<file path="src/sv/dfd_pkg.sv">
// Package: constants, control word format, glyph table and shared types.
`timescale 1ns / 1ps
package dfd_pkg;

	localparam int MAX_DIGITS = 8;
	localparam int VALUE_W    = 32;
	localparam int BCD_DIGITS = 10;
	localparam int BCD_W      = 4 * BCD_DIGITS;
	localparam int CNT_W      = $clog2(VALUE_W + 1);
	localparam int IDX_W      = (MAX_DIGITS > 1) ? $clog2(MAX_DIGITS) : 1;
	localparam int WID_W      = 4;
	localparam int COORD_W    = 16;
	localparam int GW_W       = 6;
	localparam int FONT_W     = 4;
	localparam int ALIGN_W    = 2;
	localparam int PIC_W      = 8;
	localparam int CHAR_W     = 7;
	localparam int CFG_W      = 8;
	localparam int CFG_IDX_W  = 3;
	localparam int PC_W       = 3;

	localparam logic [FONT_W-1:0]  FONT_MAX   = 4'd10;
	localparam logic [PIC_W-1:0]   NO_PICTURE = 8'hFF;
	localparam logic [CHAR_W-1:0]  ASCII_ZERO = 7'h30;
	localparam logic [ALIGN_W-1:0] ALIGN_LEFT = 2'd0;
	localparam logic [ALIGN_W-1:0] ALIGN_CTR  = 2'd1;

	// register indexes on the config port
	localparam logic [CFG_IDX_W-1:0] REG_FONT_SIZE  = 3'd0;
	localparam logic [CFG_IDX_W-1:0] REG_ALIGN_MODE = 3'd1;
	localparam logic [CFG_IDX_W-1:0] REG_FIELD_DIG  = 3'd2;
	localparam logic [CFG_IDX_W-1:0] REG_BG_PICTURE = 3'd3;
	localparam logic [CFG_IDX_W-1:0] REG_FORE_COLOR = 3'd4;
	localparam logic [CFG_IDX_W-1:0] REG_BACK_COLOR = 3'd5;

	typedef enum logic [2:0] {
		OP_LOAD,
		OP_CONV,
		OP_PREP,
		OP_CLEAR,
		OP_CHAR,
		OP_NOP
	} op_t;

	typedef enum logic [2:0] {
		JC_NEVER,
		JC_ALWAYS,
		JC_CONV_MORE,
		JC_NO_PIC,
		JC_DIG_MORE
	} jcond_t;

	typedef struct packed {
		op_t             op;
		jcond_t          jc;
		logic [PC_W-1:0] tgt;
	} ucode_t;

	// step issued to the datapath; go is low while the step is stalled
	typedef struct packed {
		op_t  op;
		logic go;
	} ctrl_t;

	typedef struct packed {
		logic in_valid;
		logic out_free;
		logic conv_more;
		logic no_pic;
		logic dig_more;
	} status_t;

	typedef struct packed {
		logic               kind;
		logic [COORD_W-1:0] sx;
		logic [COORD_W-1:0] sy;
		logic [COORD_W-1:0] ex;
		logic [COORD_W-1:0] ey;
		logic [CHAR_W-1:0]  code;
		logic               last;
	} cmd_t;

	localparam logic [PC_W-1:0] PC_LOAD  = 3'd0;
	localparam logic [PC_W-1:0] PC_CONV  = 3'd1;
	localparam logic [PC_W-1:0] PC_PREP  = 3'd2;
	localparam logic [PC_W-1:0] PC_CLEAR = 3'd3;
	localparam logic [PC_W-1:0] PC_CHAR  = 3'd4;
	localparam logic [PC_W-1:0] PC_DONE  = 3'd5;

	function automatic ucode_t ucode_rom(input logic [PC_W-1:0] pc);
		ucode_t uc;
		unique case (pc)
			PC_LOAD:  uc = '{op: OP_LOAD,  jc: JC_NEVER,     tgt: PC_LOAD};
			PC_CONV:  uc = '{op: OP_CONV,  jc: JC_CONV_MORE, tgt: PC_CONV};
			PC_PREP:  uc = '{op: OP_PREP,  jc: JC_NO_PIC,    tgt: PC_CHAR};
			PC_CLEAR: uc = '{op: OP_CLEAR, jc: JC_NEVER,     tgt: PC_LOAD};
			PC_CHAR:  uc = '{op: OP_CHAR,  jc: JC_DIG_MORE,  tgt: PC_CHAR};
			PC_DONE:  uc = '{op: OP_NOP,   jc: JC_ALWAYS,    tgt: PC_LOAD};
			default:  uc = '{op: OP_NOP,   jc: JC_ALWAYS,    tgt: PC_LOAD};
		endcase
		return uc;
	endfunction

	function automatic logic [GW_W-1:0] glyph_width(input logic [FONT_W-1:0] fs);
		logic [GW_W-1:0] w;
		case (fs)
			4'd0:    w = 6'd6;
			4'd1:    w = 6'd8;
			4'd2:    w = 6'd12;
			4'd3:    w = 6'd16;
			4'd4:    w = 6'd20;
			4'd5:    w = 6'd24;
			4'd6:    w = 6'd28;
			4'd7:    w = 6'd32;
			4'd8:    w = 6'd40;
			4'd9:    w = 6'd48;
			default: w = 6'd56;
		endcase
		return w;
	endfunction

endpackage

</file>
<file path="src/sv/dfd_seq.sv">
// Microcode sequencer: step counter, control ROM and conditional jumps.
`timescale 1ns / 1ps
module dfd_seq
	import dfd_pkg::*;
(
	input  logic    clk,
	input  logic    arst_n,
	input  status_t st,
	output ctrl_t   ctrl
);

	logic [PC_W-1:0] pc_q;
	ucode_t          uc;
	logic            stall;
	logic            taken;

	always_comb begin
		uc = ucode_rom(pc_q);
		unique case (uc.op) inside
			OP_LOAD:           stall = !st.in_valid;
			OP_CLEAR, OP_CHAR: stall = !st.out_free;
			default:           stall = 1'b0;
		endcase
		unique case (uc.jc)
			JC_NEVER:     taken = 1'b0;
			JC_ALWAYS:    taken = 1'b1;
			JC_CONV_MORE: taken = st.conv_more;
			JC_NO_PIC:    taken = st.no_pic;
			JC_DIG_MORE:  taken = st.dig_more;
			default:      taken = 1'b0;
		endcase
		ctrl.op = uc.op;
		ctrl.go = !stall;
	end

	always_ff @(posedge clk or negedge arst_n) begin
		if (!arst_n) begin
			pc_q <= PC_LOAD;
		end else if (!stall) begin
			pc_q <= taken ? uc.tgt : pc_q + 1'b1;
		end
	end

`ifndef ASSERT_OFF
	a_load_to_conv: assert property (@(posedge clk) disable iff (!arst_n)
		(ctrl.op == OP_LOAD && ctrl.go) |=> (ctrl.op == OP_CONV))
		else $error("accepted transaction not followed by conversion");
	a_emit_free: assert property (@(posedge clk) disable iff (!arst_n)
		(ctrl.go && (ctrl.op == OP_CLEAR || ctrl.op == OP_CHAR)) |-> st.out_free)
		else $error("command issued while output register is full");
`endif

endmodule

</file>
<file path="src/sv/dfd_bcd.sv">
// Shift-and-add-3 binary to BCD converter, one input bit per cycle.
`timescale 1ns / 1ps
module dfd_bcd
	import dfd_pkg::*;
(
	input  logic                          clk,
	input  logic                          arst_n,
	input  ctrl_t                         ctrl,
	input  logic [VALUE_W-1:0]            value,
	output logic [BCD_DIGITS-1:0][3:0]    digits,
	output logic                          conv_more
);

	logic [VALUE_W-1:0] bin_q;
	logic [BCD_W-1:0]   bcd_q;
	logic [CNT_W-1:0]   cnt_q;
	logic [BCD_W-1:0]   adj;

	always_comb begin
		for (int i = 0; i < BCD_DIGITS; i++) begin
			adj[i*4 +: 4] = (bcd_q[i*4 +: 4] >= 4'd5) ? bcd_q[i*4 +: 4] + 4'd3
			                                          : bcd_q[i*4 +: 4];
		end
	end

	assign digits    = bcd_q;
	assign conv_more = (cnt_q != CNT_W'(1));

	always_ff @(posedge clk or negedge arst_n) begin
		if (!arst_n) begin
			cnt_q <= '0;
		end else if (ctrl.go && ctrl.op == OP_LOAD) begin
			cnt_q <= CNT_W'(VALUE_W);
		end else if (ctrl.go && ctrl.op == OP_CONV) begin
			cnt_q <= cnt_q - 1'b1;
		end
	end

	always_ff @(posedge clk) begin
		if (ctrl.go && ctrl.op == OP_LOAD) begin
			bin_q <= value;
			bcd_q <= '0;
		end else if (ctrl.go && ctrl.op == OP_CONV) begin
			bin_q <= {bin_q[VALUE_W-2:0], 1'b0};
			bcd_q <= {adj[BCD_W-2:0], bin_q[VALUE_W-1]};
		end
	end

`ifndef ASSERT_OFF
	a_conv_count: assert property (@(posedge clk) disable iff (!arst_n)
		(ctrl.op == OP_CONV) |-> (cnt_q != '0))
		else $error("conversion step with no bits left");
`endif

endmodule

</file>
<file path="src/sv/dfd_dp.sv">
// Command datapath: field geometry, digit walk and the output register.
`timescale 1ns / 1ps
module dfd_dp
	import dfd_pkg::*;
(
	input  logic                       clk,
	input  logic                       arst_n,
	input  ctrl_t                      ctrl,
	input  logic [COORD_W-1:0]         pos_x,
	input  logic [COORD_W-1:0]         pos_y,
	input  logic [FONT_W-1:0]          font_size,
	input  logic [ALIGN_W-1:0]         align_mode,
	input  logic [WID_W-1:0]           field_digits,
	input  logic [PIC_W-1:0]           background_picture,
	input  logic [BCD_DIGITS-1:0][3:0] digits,
	input  logic                       out_ready,
	output logic                       no_pic,
	output logic                       dig_more,
	output logic                       out_free,
	output logic                       out_valid,
	output cmd_t                       out_cmd
);

	logic [COORD_W-1:0] px_q, py_q, xs_q, ex_q;
	logic [GW_W-1:0]    gw_q;
	logic [WID_W-1:0]   wid_q;
	logic [IDX_W-1:0]   idx_q;
	logic               out_valid_q;
	cmd_t               out_q;

	logic [FONT_W-1:0]  fs_sat;
	logic [WID_W-1:0]   wid_sat;
	logic [WID_W-1:0]   sig;
	logic [WID_W-1:0]   n;
	logic [WID_W-1:0]   gap;
	logic [GW_W-1:0]    step;
	logic [COORD_W-1:0] xs_base;
	logic [COORD_W-1:0] ey;
	logic [MAX_DIGITS-1:0][3:0] shown;

	always_comb begin
		fs_sat = (font_size > FONT_MAX) ? FONT_MAX : font_size;
		if (field_digits == '0)
			wid_sat = WID_W'(1);
		else if (field_digits > WID_W'(MAX_DIGITS))
			wid_sat = WID_W'(MAX_DIGITS);
		else
			wid_sat = field_digits;

		// significant digits, at least one so zero shows
		sig = WID_W'(1);
		for (int k = 1; k < BCD_DIGITS; k++) begin
			if (digits[k] != 4'd0)
				sig = WID_W'(k + 1);
		end
		n   = (sig > wid_q) ? wid_q : sig;
		gap = wid_q - n;

		case (align_mode)
			ALIGN_LEFT: step = '0;
			ALIGN_CTR:  step = gw_q >> 1;
			default:    step = gw_q;
		endcase
		xs_base = px_q + COORD_W'(gap * step);
		ey      = py_q + (COORD_W'(gw_q) << 1);
		shown   = digits[MAX_DIGITS-1:0];
	end

	assign no_pic    = (background_picture == NO_PICTURE);
	assign dig_more  = (idx_q != '0);
	assign out_free  = !out_valid_q || out_ready;
	assign out_valid = out_valid_q;
	assign out_cmd   = out_q;

	always_ff @(posedge clk) begin
		if (ctrl.go) begin
			unique case (ctrl.op)
				OP_LOAD: begin
					px_q  <= pos_x;
					py_q  <= pos_y;
					gw_q  <= glyph_width(fs_sat);
					wid_q <= wid_sat;
				end
				OP_PREP: begin
					idx_q <= IDX_W'(n - 1'b1);
					xs_q  <= xs_base;
					ex_q  <= px_q + COORD_W'(wid_q * gw_q);
				end
				OP_CLEAR: begin
					out_q <= '{kind: 1'b0, sx: px_q, sy: py_q, ex: ex_q, ey: ey,
					           code: '0, last: 1'b0};
				end
				OP_CHAR: begin
					out_q <= '{kind: 1'b1, sx: xs_q, sy: py_q, ex: '0, ey: '0,
					           code: ASCII_ZERO + CHAR_W'(shown[idx_q]),
					           last: (idx_q == '0)};
					xs_q  <= xs_q + COORD_W'(gw_q);
					idx_q <= idx_q - 1'b1;
				end
				default: ;
			endcase
		end
	end

	always_ff @(posedge clk or negedge arst_n) begin
		if (!arst_n) begin
			out_valid_q <= 1'b0;
		end else if (ctrl.go && (ctrl.op == OP_CLEAR || ctrl.op == OP_CHAR)) begin
			out_valid_q <= 1'b1;
		end else if (out_ready) begin
			out_valid_q <= 1'b0;
		end
	end

`ifndef ASSERT_OFF
	a_last_is_char: assert property (@(posedge clk) disable iff (!arst_n)
		(out_valid_q && out_q.last) |-> out_q.kind)
		else $error("clear command flagged as last");
	a_idx_in_field: assert property (@(posedge clk) disable iff (!arst_n)
		(ctrl.op == OP_CHAR) |-> (WID_W'(idx_q) < wid_q))
		else $error("digit index beyond field width");
`endif

endmodule

</file>
<file path="src/sv/decimal_field_display_commands_top.sv">
// Top level: config registers, sequencer, BCD converter and command datapath.
//
//  channel | dir | handshake        | payload
//  s_*     | in  | tvalid/tready    | tdata: value, pos_x, pos_y
//  m_*     | out | tvalid/tready    | tdata: start_x..char_code, tuser: cmd_kind, tlast: last
//  cfg_*   | in  | cfg_we           | cfg_idx, cfg_wdata
//
// Each value runs through a load, one conversion step per bit of the 32-bit value (the converter
// shifts in one input bit per cycle), a setup step, an optional clear command, one
// character command per digit shown and a return step. A full output register
// stalls the program at the command step. arst_n clears the program counter, the
// output valid and the config registers to their reset values.
`timescale 1ns / 1ps
module decimal_field_display_commands_top
	import dfd_pkg::*;
(
	input  logic                 clk,
	input  logic                 arst_n,
	input  logic                 s_tvalid,
	output logic                 s_tready,
	input  logic [63:0]          s_tdata,   // value[31:0], pos_x[47:32], pos_y[63:48]
	output logic                 m_tvalid,
	input  logic                 m_tready,
	output logic [71:0]          m_tdata,   // start_x, start_y, end_x, end_y, char_code, pad
	output logic                 m_tuser,   // cmd_kind
	output logic                 m_tlast,
	input  logic                 cfg_we,
	input  logic [CFG_IDX_W-1:0] cfg_idx,
	input  logic [CFG_W-1:0]     cfg_wdata
);

	logic [FONT_W-1:0]  font_q;
	logic [ALIGN_W-1:0] align_q;
	logic [WID_W-1:0]   digits_q;
	logic [PIC_W-1:0]   pic_q;

	ctrl_t                      ctrl;
	status_t                    st;
	logic [BCD_DIGITS-1:0][3:0] bcd_digits;
	logic                       conv_more;
	logic                       no_pic;
	logic                       dig_more;
	logic                       out_free;
	cmd_t                       cmd;

	// writes to the color registers are dropped
	always_ff @(posedge clk or negedge arst_n) begin
		if (!arst_n) begin
			font_q   <= '0;
			align_q  <= '0;
			digits_q <= WID_W'(MAX_DIGITS);
			pic_q    <= NO_PICTURE;
		end else if (cfg_we) begin
			case (cfg_idx)
				REG_FONT_SIZE:  font_q   <= cfg_wdata[FONT_W-1:0];
				REG_ALIGN_MODE: align_q  <= cfg_wdata[ALIGN_W-1:0];
				REG_FIELD_DIG:  digits_q <= cfg_wdata[WID_W-1:0];
				REG_BG_PICTURE: pic_q    <= cfg_wdata[PIC_W-1:0];
				default: ;
			endcase
		end
	end

	assign st = '{in_valid: s_tvalid, out_free: out_free, conv_more: conv_more,
	              no_pic: no_pic, dig_more: dig_more};

	assign s_tready = (ctrl.op == OP_LOAD);

	dfd_seq u_seq (
		.clk    (clk),
		.arst_n (arst_n),
		.st     (st),
		.ctrl   (ctrl)
	);

	dfd_bcd u_bcd (
		.clk       (clk),
		.arst_n    (arst_n),
		.ctrl      (ctrl),
		.value     (s_tdata[31:0]),
		.digits    (bcd_digits),
		.conv_more (conv_more)
	);

	dfd_dp u_dp (
		.clk                (clk),
		.arst_n             (arst_n),
		.ctrl               (ctrl),
		.pos_x              (s_tdata[47:32]),
		.pos_y              (s_tdata[63:48]),
		.font_size          (font_q),
		.align_mode         (align_q),
		.field_digits       (digits_q),
		.background_picture (pic_q),
		.digits             (bcd_digits),
		.out_ready          (m_tready),
		.no_pic             (no_pic),
		.dig_more           (dig_more),
		.out_free           (out_free),
		.out_valid          (m_tvalid),
		.out_cmd            (cmd)
	);

	assign m_tdata = {1'b0, cmd.code, cmd.ey, cmd.ex, cmd.sy, cmd.sx};
	assign m_tuser = cmd.kind;
	assign m_tlast = cmd.last;

endmodule

</file>
<file path="config.mk">
export PLATFORM = sky130hd
export DESIGN_NAME = decimal_field_display_commands_top
export DESIGN_NICKNAME = d
export VERILOG_FILES = /design/src/sv/dfd_pkg.sv /design/src/sv/dfd_seq.sv /design/src/sv/dfd_bcd.sv /design/src/sv/dfd_dp.sv /design/src/sv/decimal_field_display_commands_top.sv
export SDC_FILE = /design/constraint.sdc
export NUM_CORES = 1
export LEC_CHECK = 0
export ABC_CLOCK_PERIOD_IN_PS = 7200
export BUFFER_PORTS_ARGS = -buffer_cell sky130_fd_sc_hd__buf_4
export CAP_MARGIN = 0
export CORE_MARGIN = 5
export CORE_UTILIZATION = 45
export CTS_BUF_LIST = sky130_fd_sc_hd__clkbuf_8
export CTS_CLUSTER_DIAMETER = 200
export DETAILED_ROUTE_END_ITERATION = 7
export GPL_TIMING_DRIVEN = 0
export PLACE_DENSITY = 0.68
export SYNTH_ARGS = -nofsm -noshare
export SYNTH_HDL_FRONTEND = slang
export SYNTH_SLANG_ARGS = --single-unit
export TNS_END_PERCENT = 1
</file>
<file path="constraint.sdc">
create_clock -name clk -period 7.2 [get_ports clk]
set_input_delay 0 -clock clk [delete_from_list [all_inputs] [get_ports clk]]
set_output_delay 0 -clock clk [all_outputs]
set_load 0.05 [all_outputs]
</file>
* After elaboration in Yosys (flattened, before gate mapping)
Memory sizes are Yosys's and may differ from the RTL's. A register that Yosys moved wholly into a read port is not among the register bits. Cells that the tools add are included.
Word-level totals: register bits after elaboration 250, bits in read-only memories 80, input bits 80, output and inout port bits 76, memories kept 1
Memories:
- (no name shown) | words 16, width 5, read ports 1, clocked after Yosys merged registers in 1, write ports 0, RTL line dfd_pkg.sv:106 | case (fs)
Cells by class: mux-type cells 38, magnitude comparators 14, $mul 2, $add $sub $neg 20, bitwise logic cells 1, reduce and logical (&&, ||, !) cells 39, eq/ne operators 18
Operators with widths (number):
- $pmux 73 s2 | 1
- $mux 32 | 2
- $mux 4 | 16
- $pmux 9 s5 | 1
- $ge 4x3->1 const B | 10
- $add 4x2->4 const B | 9
- $reduce_bool 4->1 | 9
- $add 16x10->16 | 2
- $pmux 16 s2 | 1
- $eq 3x2->1 const B | 8
- $mul 4x6->10 | 2
- $mux 3 | 6
- $add 16x6->16 | 1
- $add 16x7->16 | 1
- $reduce_and 2->1 | 8
- $bmux 4 s3 | 1
- $eq 3x1->1 const B | 4
- $logic_not 3->1 | 4
- $mux 6 | 2
- $pmux 6 s2 | 1
- $eq 3x3->1 const B | 3
- $eq 8x8->1 const B | 1
- $gt 4x4->1 const B | 2
- $reduce_bool 2->1 | 4
- other kinds (23) | 33

* Logic depth before layout (Yosys ltp)
Gate-level depths: netlist of the first run.
word-level depth 16, depth in mapped cells 31, mapped depth without buffers 31

* Cells and area by module
A second synthesis of the first run with hierarchy kept.
Unflattened totals: cell total of the unflattened synthesis 1181, area, all modules 13918.3 µm²
Modules (own cells, without submodules):
- dfd_dp | seq. area each 4439.3 µm², area each 8851.0 µm², cells an instance 749, instances 1
- dfd_bcd | seq. area each 1911.8 µm², area each 3896.2 µm², cells an instance 339, instances 1
- decimal_field_display_commands_top | seq. area each 461.7 µm², area each 744.5 µm², cells an instance 43, instances 1
- dfd_seq | seq. area each 75.1 µm², area each 426.7 µm², cells an instance 50, instances 1

* Worst setup path before layout of the first run
No wires, ideal clock.
path kind register to register, start reg u_bcd.bcd_q[12], in the netlist u_bcd.digits[12], end reg u_dp.xs_q[12], data pin, data required time 6.930 ns, path slack 0.399 ns, arrival time 6.532 ns, stages on the path, launching flop included 29, path buffers 0, library setup time 0.270 ns, cell sequence dfxtp_1 > inv_1 > ha_1 > nor3b_1 > o41a_1 > o221ai_1 > a21boi_0 > inv_1 > ha_1 > and4_1 > a21oi_1 > mux2_2 > inv_1 > ha_1 > a21o_1 > a21oi_1 > xnor2_1 > or2_2 > fa_1 > fa_1 > fa_1 > inv_1 > ha_1 > o21ai_0 > or3_1 > a31o_2 > a21boi_0 > xnor2_1 > mux2i_1
Between the ends: cells in the longest elaborated chain, start to end 14
Ends and longest elaborated chain:
- from (decl) | RTL line dfd_bcd.sv:15 | logic [BCD_W-1:0] bcd_q;
- from (signal assigned) | RTL line dfd_bcd.sv:45 | bcd_q <= {adj[BCD_W-2:0], bin_q[VALUE_W-1]};
- $reduce_bool 4->1 * | RTL line dfd_dp.sv:53 | if (digits[k] != 4'd0)
- $mux 3 * (4 in series) | RTL line dfd_dp.sv:53
- $mux 4 * (3 in series) | RTL line dfd_dp.sv:53
- $gt 4x4->1 | RTL line dfd_dp.sv:56 | n = (sig > wid_q) ? wid_q : sig;
- $mux 4 * | RTL line dfd_dp.sv:56
- $sub 4x4->4 * | RTL line dfd_dp.sv:57 | gap = wid_q - n;
- $mul 4x6->10 * | RTL line dfd_dp.sv:64 | xs_base = px_q + COORD_W'(gap * step);
- $add 16x10->16 * | RTL line dfd_dp.sv:64
- $pmux 16 s2 * | RTL line dfd_dp.sv:77 | unique case (ctrl.op)
- to (signal assigned) | RTL line dfd_dp.sv:86 | xs_q <= xs_base;
- to (signal assigned) | RTL line dfd_dp.sv:97 | xs_q <= xs_q + COORD_W'(gw_q);
- to (decl) | RTL line dfd_dp.sv:24 | logic [COORD_W-1:0] px_q, py_q, xs_q, ex_q;
Mark *: on every way between the ends. The rest lies on a longest branch, timed or not. A chain may end at the register's enable or synchronous reset.

* Worst setup path in the final report of the first run
start reg u_bcd.bcd_q[28], in the netlist u_bcd.digits[28], end reg u_dp.xs_q[12], data pin
Between the ends: cells in the longest elaborated chain, start to end 10
Ends and longest elaborated chain (RTL line):
- $reduce_bool 4->1 * | dfd_dp.sv:53
- $mux 4 * (3 in series) | dfd_dp.sv:53
- $gt 4x4->1 | dfd_dp.sv:56
- $mux 4 * | dfd_dp.sv:56
- $sub 4x4->4 * | dfd_dp.sv:57
- $mul 4x6->10 * | dfd_dp.sv:64
- $add 16x10->16 * | dfd_dp.sv:64
- $pmux 16 s2 * | dfd_dp.sv:77
Marks and branches as above.

==> impl_metrics.py, run 1 <==
metrics = {
    "synthesis": {
        "synthTopCellsByArea": "edfxtp_1 (40%), ha_1 (8.1%), dfxtp_1 (5.9%)",
        "synth_compound_area_share_pct": 9.83,
        "synth-simple-area-share_pct": 13.8,
        "seq_area_frac_synth_pct": 50.6,
        "synthAdderAreaFrac_pct": 12.5,
        "synth_xor_xnor_area_share_pct": 4.57,
        "synth.cell_area_um2": 13600,
        "synth_mux_area_share_pct": 3.94,
        "yosys_warnings": 0,
        "synth_top_cell_by_area": "edfxtp_1",
        "synth-edff-count": 179,
        "yosysTopAreaCellShare_pct": 39.5,
        "synth_top_family_by_area": "simple AND/OR/NAND/NOR gates",
        "synthDistinctLibCells": 69,
        "ys_ff_latch": 247,
        "avgSynthCellArea_um2": 10.8,
        "synth-main-ff-cell": "edfxtp_1",
        "syn_inst": 1257,
        "ys_async_sr_fraction_pct": 11.3,
    },
    "detailed_routing": {
        "via_count": 10100,
        "ant_nets": 0,
        "drt_first_iter_violations": 579,
        "wl_um": 32400,
        "drc": 0,
        "wl_per_cell_um": 16.4,
        "vias_per_cell": 5.13,
        "first_pass_iters": 5,
    },
    "min_path": {
        "worstHoldPathType": "in2async",
    },
    "worst_setup_path": {
        "critPathArrivalTime_ps": 7370,
        "start_kind": "register",
        "cp.required_ps": 7470,
        "worst-setup-path-type": "reg2reg",
        "cp_max_fo": 6,
        "cp-end-kind": "register",
    },
    "clock_network": {
        "cts.sinks": 247,
        "cts_root_buffer": "clkbuf_8",
        "cts_buffers": 44,
        "cts_tree": "built",
        "clk_latency_ps": 580,
        "cts.path.max_buffers": 3,
        "htreeDepth": 2,
        "path_clk_slew_ps": 60,
    },
    "sta": {
        "min_period_over_period_pct": 98.6,
        "report.final.slew_viol_count": 0,
        "fin_skew_ps": 47.8,
        "hold_violations": 0,
        "slew_headroom_pct": 15.6,
        "layout_min_cycle_time_ps": 7100,
        "fmax_mhz": 141,
        "setup_viol": 0,
        "tightest_slew_ps": 1270,
        "setup_tns_ps": 0,
    },
    "cells_and_area": {
        "area_growth_pct": 27.5,
        "layout_commonest_cell": "nand2_1",
        "fin_nets": 1747,
        "drive_gt1_share_pct": 21.5,
        "design_area_um2": 17400,
        "final_cell_mix": "nand2_1 (198), edfxtp_1 (179), buf_4 (166), inv_1 (117), nor2_1 (100)",
        "stdcell_count": 1969,
        "antenna_cells": 0,
    },
    "global_route": {
        "grt_pass1_vias": 10200,
        "grt_overflow_total": 0,
        "grt_max_degree": 51,
        "antenna_found_initial": 0,
        "grt_pass1_wl_um": 52100,
        "grt_usage_pct": 19.0,
    },
    "floorplanning": {
        "rows": 63,
        "dieHeight_um": 184,
        "dieArea_um2": 33800,
        "io-pin-count": 156,
        "core_um2": 29700,
        "start_util_pct": 45.8,
        "die_width_um": 184,
    },
    "placement": {
        "dp.cells": 1805,
        "gp_congestion": 0.864,
        "placed_area_um2": 15300,
        "io_buffers": 153,
        "hpwl_um": 22600,
    },
    "flow_run": {
        "max_cap_violations": 0,
    },
    "status": {
        "status": "finished clean",
    },
}
[cell usage after synthesis (all sizes together) (4+ instances only)]
cell and count:
nand2 198, edfxtp 179, inv 120, nor2 101, ha 88, o21ai 64
a21oi 55, dfxtp 40, xnor2 39, xor2 32, and2 30, fa 30
clkbuf 22, mux2 20, dfrtp 19, buf 18, o211ai 16, nand2b 15
o22ai 14, mux2i 13, nand3 13, nor2b 11, nor3b 11, o32ai 10
dfstp 9, mux4 8, nor3 8, a211oi 7, nand4 7, or2 7
a21o 6, a21boi 4, or3 4
[registers in the layout, indices dropped and copies added, names as in the netlist]
register and flops:
u_dp.xs_q 16, align_q 2, u_dp.gw_q 5, u_dp.ex_q 16, u_dp.out_cmd 71, u_bcd.cnt_q 6
digits_q 4, u_dp.px_q 16, u_dp.out_valid 1, u_dp.wid_q 4, u_dp.idx_q 3, pic_q 8
font_q 4, u_seq.pc_q 3, u_bcd.digits 40, u_dp.py_q 16, u_bcd.bin_q 32
[stage by stage]
| stage | setup slack (ps) | utilization (%) | hold WS, ps |
|---|---|---|---|
| after floorplan | 399 | - | -296 |
| after global placement | -559 | 51.3 | -55.2 |
| after detailed placement | -636 | 51.6 | -49.7 |
| after CTS | 1.73 | 57.7 | 10.8 |
| after global routing | -55.7 | 58.4 | 39.4 |
| final | 102 | 58.4 | 31.9 |
[routing by layer]
metal  wire (um)  share of wire, %  vias to the layer above  global-route usage, %
met5           0                 0                        -                      0
met4         793               2.4                        0                   5.35
met3        2070               6.4                       58                   3.24
met2       15900                49                      311                   32.9
met1       13600                42                     4804                   24.6
li1            -                 -                     4920                      -
[worst paths after layout]
kind	startpoint	end	slack [ps]	depth (start not counted)
max	u_bcd.digits[28]$_SDFFE_PP0P_	u_dp.xs_q[12]$_DFFE_PP_	100	27
min	arst_n	digits_q[3]$_DFFE_PN1P_	30	2
max reg2reg	u_bcd.digits[28]$_SDFFE_PP0P_	u_dp.xs_q[12]$_DFFE_PP_	100	27
min reg2reg	u_dp.py_q[1]$_DFFE_PP_	u_dp.out_cmd[41]$_DFFE_PP_	440	0
max in group asynchronous	arst_n	font_q[1]$_DFFE_PN0P_	5820	3
min in group clk	m_tready	u_seq.pc_q[2]$_DFFE_PN0N_	50	5
[cells by family after synthesis]
logic type | Yosys count
AO/OA/AOI/OAI | 201
XOR/XNOR | 71
adder cells (fa/ha/maj) | 118
buffers and inverters | 160
flip-flops | 247
multiplexers | 41
other | 1
AND/OR/NAND/NOR | 418
[layout make-up]
class	count	area [um^2]
fillers	2510	12400
flip-flops and latches	247	6890
multi-input cells	851	6350
repair buffers	245	2080
clock buffers	46	633
well taps	390	488
inverters	120	450
clock inverters	30	273
plain buffers	40	190
[critical path, cell delays in order, from the launching register on]
cell	delay, ps
dfxtp_1	340
inv_1	150
ha_2	230
nor3b_4	280
nand2_1	140
o21ai_2	280
ha_1	300
nor2b_1	130
o211ai_1	280
a21oi_4	120
mux2_4	350
inv_1	60
ha_1	220
a21o_1	170
a21oi_2	180
xnor2_2	130
or2_2	330
fa_1	510
fa_1	510
fa_1	530
inv_1	70
ha_4	280
o21ai_0	60
or3_1	410
a31o_4	270
a21boi_2	200
xnor2_1	140
mux2i_1	100
[what timing repair did]
action,in CTS,in global routing
resized for setup,21,32
gates cloned,0,0
hold buffers,81,0
pin swaps,1,6
endpoints found under the hold margin,113,0
setup endpoints to repair,11,9
buffers inserted,1,6
Power of run 1 is left out: the tool's default activity adds up to more than one toggle a clock period on the data nets, which glitch-free logic cannot reach.
==> run 2: changes to the inputs <==
--- a/config.mk
+++ b/config.mk
@@ -6,7 +6,7 @@
 export NUM_CORES = 1
 export LEC_CHECK = 0
 export ABC_CLOCK_PERIOD_IN_PS = 7200
-export BUFFER_PORTS_ARGS = -buffer_cell sky130_fd_sc_hd__buf_4
+export BUFFER_PORTS_ARGS = -buffer_cell sky130_fd_sc_hd__buf_2
 export CAP_MARGIN = 0
 export CORE_MARGIN = 5
 export CORE_UTILIZATION = 45
==> impl_metrics.py, run 2 (synthesized netlist as in run 1, its figures left out) <==
metrics = {
    "worst_setup_path": {
        "critPathArrivalTime_ps": 7270,
        "slowest_delay_ps": 520,
        "worst-setup-path-type": "reg2reg",
        "cp_max_fo": 6,
        "cp-end-kind": "register",
        "cpMaxStageDelayCell": "fa_1",
        "start_kind": "register",
        "path_common_cell": "fa_1",
        "cp.required_ps": 7460,
    },
    "global_route": {
        "grt_overflow_total": 0,
        "grt_max_degree": 51,
        "grt_usage_pct": 18.5,
        "grt_pass1_wl_um": 50800,
        "grt_pass1_vias": 10100,
        "antenna_found_initial": 0,
    },
    "flow_run": {
        "max_cap_violations": 0,
    },
    "sta": {
        "min_period_over_period_pct": 97.4,
        "report.final.slew_viol_count": 0,
        "fin_skew_ps": 33.0,
        "fin_ws_ps": 189,
        "setup_viol": 0,
        "layout_min_cycle_time_ps": 7010,
        "tightest_slew_ps": 1270,
        "setup_tns_ps": 0,
        "hold_violations": 0,
        "slew_headroom_pct": 15.4,
        "fmax_mhz": 143,
    },
    "floorplanning": {
        "die_width_um": 184,
        "dieHeight_um": 184,
        "rows": 63,
        "core_um2": 29700,
        "io-pin-count": 156,
        "dieArea_um2": 33800,
        "start_util_pct": 45.8,
    },
    "clock_network": {
        "cts.sinks": 247,
        "cts_buffers": 44,
        "cts_tree": "built",
        "path_clk_slew_ps": 60,
        "cts_root_buffer": "clkbuf_8",
        "cts.path.max_buffers": 3,
        "htreeDepth": 2,
        "clk_latency_ps": 560,
    },
    "placement": {
        "hpwl_um": 22400,
        "post-place-ws_ps": -596,
        "gp_congestion": 0.878,
        "io_buffers": 153,
    },
    "cells_and_area": {
        "layout_commonest_cell": "nand2_1",
        "final_cell_mix": "nand2_1 (198), edfxtp_1 (179), buf_2 (158), inv_1 (132), nor2_1 (100)",
        "antenna_cells": 0,
        "largest_reg_flops": 71,
        "fin_nets": 1747,
        "area_growth_pct": 24.0,
        "multiInputGateArea_um2": 6350,
        "regArea_um2": 6890,
        "drive_gt1_share_pct": 20.6,
        "nFillCells": 2495,
    },
    "detailed_routing": {
        "wl_met1_um": 13700,
        "via_count": 10100,
        "ant_nets": 0,
        "dr_wl_met2_um": 15300,
        "drt_first_iter_violations": 565,
        "wl_met3_um": 2010,
        "vias_per_cell": 5.10,
        "wl_per_cell_um": 16.2,
        "drc": 0,
        "wl_um": 31900,
        "first_pass_iters": 5,
        "routed.top_layer": "met4",
    },
    "min_path": {
        "worstHoldPathType": "in2async",
    },
    "status": {
        "status": "finished clean",
    },
}
run 2: final cells by class:
class                      instances  share of cell area (%)
buffer                            40                    1.13
clock buffer                      47                    3.83
clock inverter                    33                   0.949
inverter                         120                    2.67
multi-input combinational        851                    37.6
sequential                       247                    40.8
tap                              390                    2.89
timing repair buffer             245                    10.1
run 2: layer usage:
layer | track usage (%) | up-vias
met4 | 6.68 | 0
met2 | 31.6 | 322
li1 | - | 4933
met5 | 0 | -
met1 | 23.8 | 4730
met3 | 3.32 | 72
run 2: path summary, 6_finish.rpt:
path                                               start                    endpoint  slack (ps)  cells past startpoint
setup reg to reg           u_bcd.digits[24]$_SDFFE_PP0P_     u_dp.xs_q[12]$_DFFE_PP_         190                     26
min in group clk                                  cfg_we      align_q[1]$_DFFE_PN0P_          70                      5
max in group asynchronous                         arst_n     digits_q[1]$_DFFE_PN0P_        6690                      2
hold reg to reg                   u_dp.py_q[0]$_DFFE_PP_  u_dp.out_cmd[40]$_DFFE_PP_         450                      0
hold / removal                                    arst_n  u_bcd.cnt_q[0]$_DFFE_PN0P_          40                      2
setup / recovery           u_bcd.digits[24]$_SDFFE_PP0P_     u_dp.xs_q[12]$_DFFE_PP_         190                     26
run 2: worst max-delay path, delay by kind of cell (launching register included):
kind            cells  cell delay [ps]
buf+inv             2              240
simple gates        5             1140
fa+ha+maj           8             2890
flops               1              340
mux                 2              460
compound gates      7             1300
xor+xnor            2              320
run 2: what timing repair did:
action | 4_1_cts | 5_1_grt
pin swaps | 0 | 7
setup endpoints to repair | 11 | 10
gates resized for setup | 20 | 35
setup buffers | 0 | 6
hold buffers | 82 | 0
endpoints found under the hold margin | 112 | 0
run 2: stage by stage:
step | cells | util (%) | area (um^2) | hold WS (ps)
3_5_place_dp | 1805 | 50.3 | 14900 | 89.7
2_1_floorplan | 1258 | - | 13600 | -296
5_1_grt | 1973 | 56.8 | 16900 | 90.7
3_3_place_gp | 1801 | 50.0 | 14900 | 88.1
6_report | 1973 | 56.8 | 16900 | 37.4
4_1_cts | 1967 | 56.1 | 16700 | 16.7
Power of run 2 is left out for the same reason.
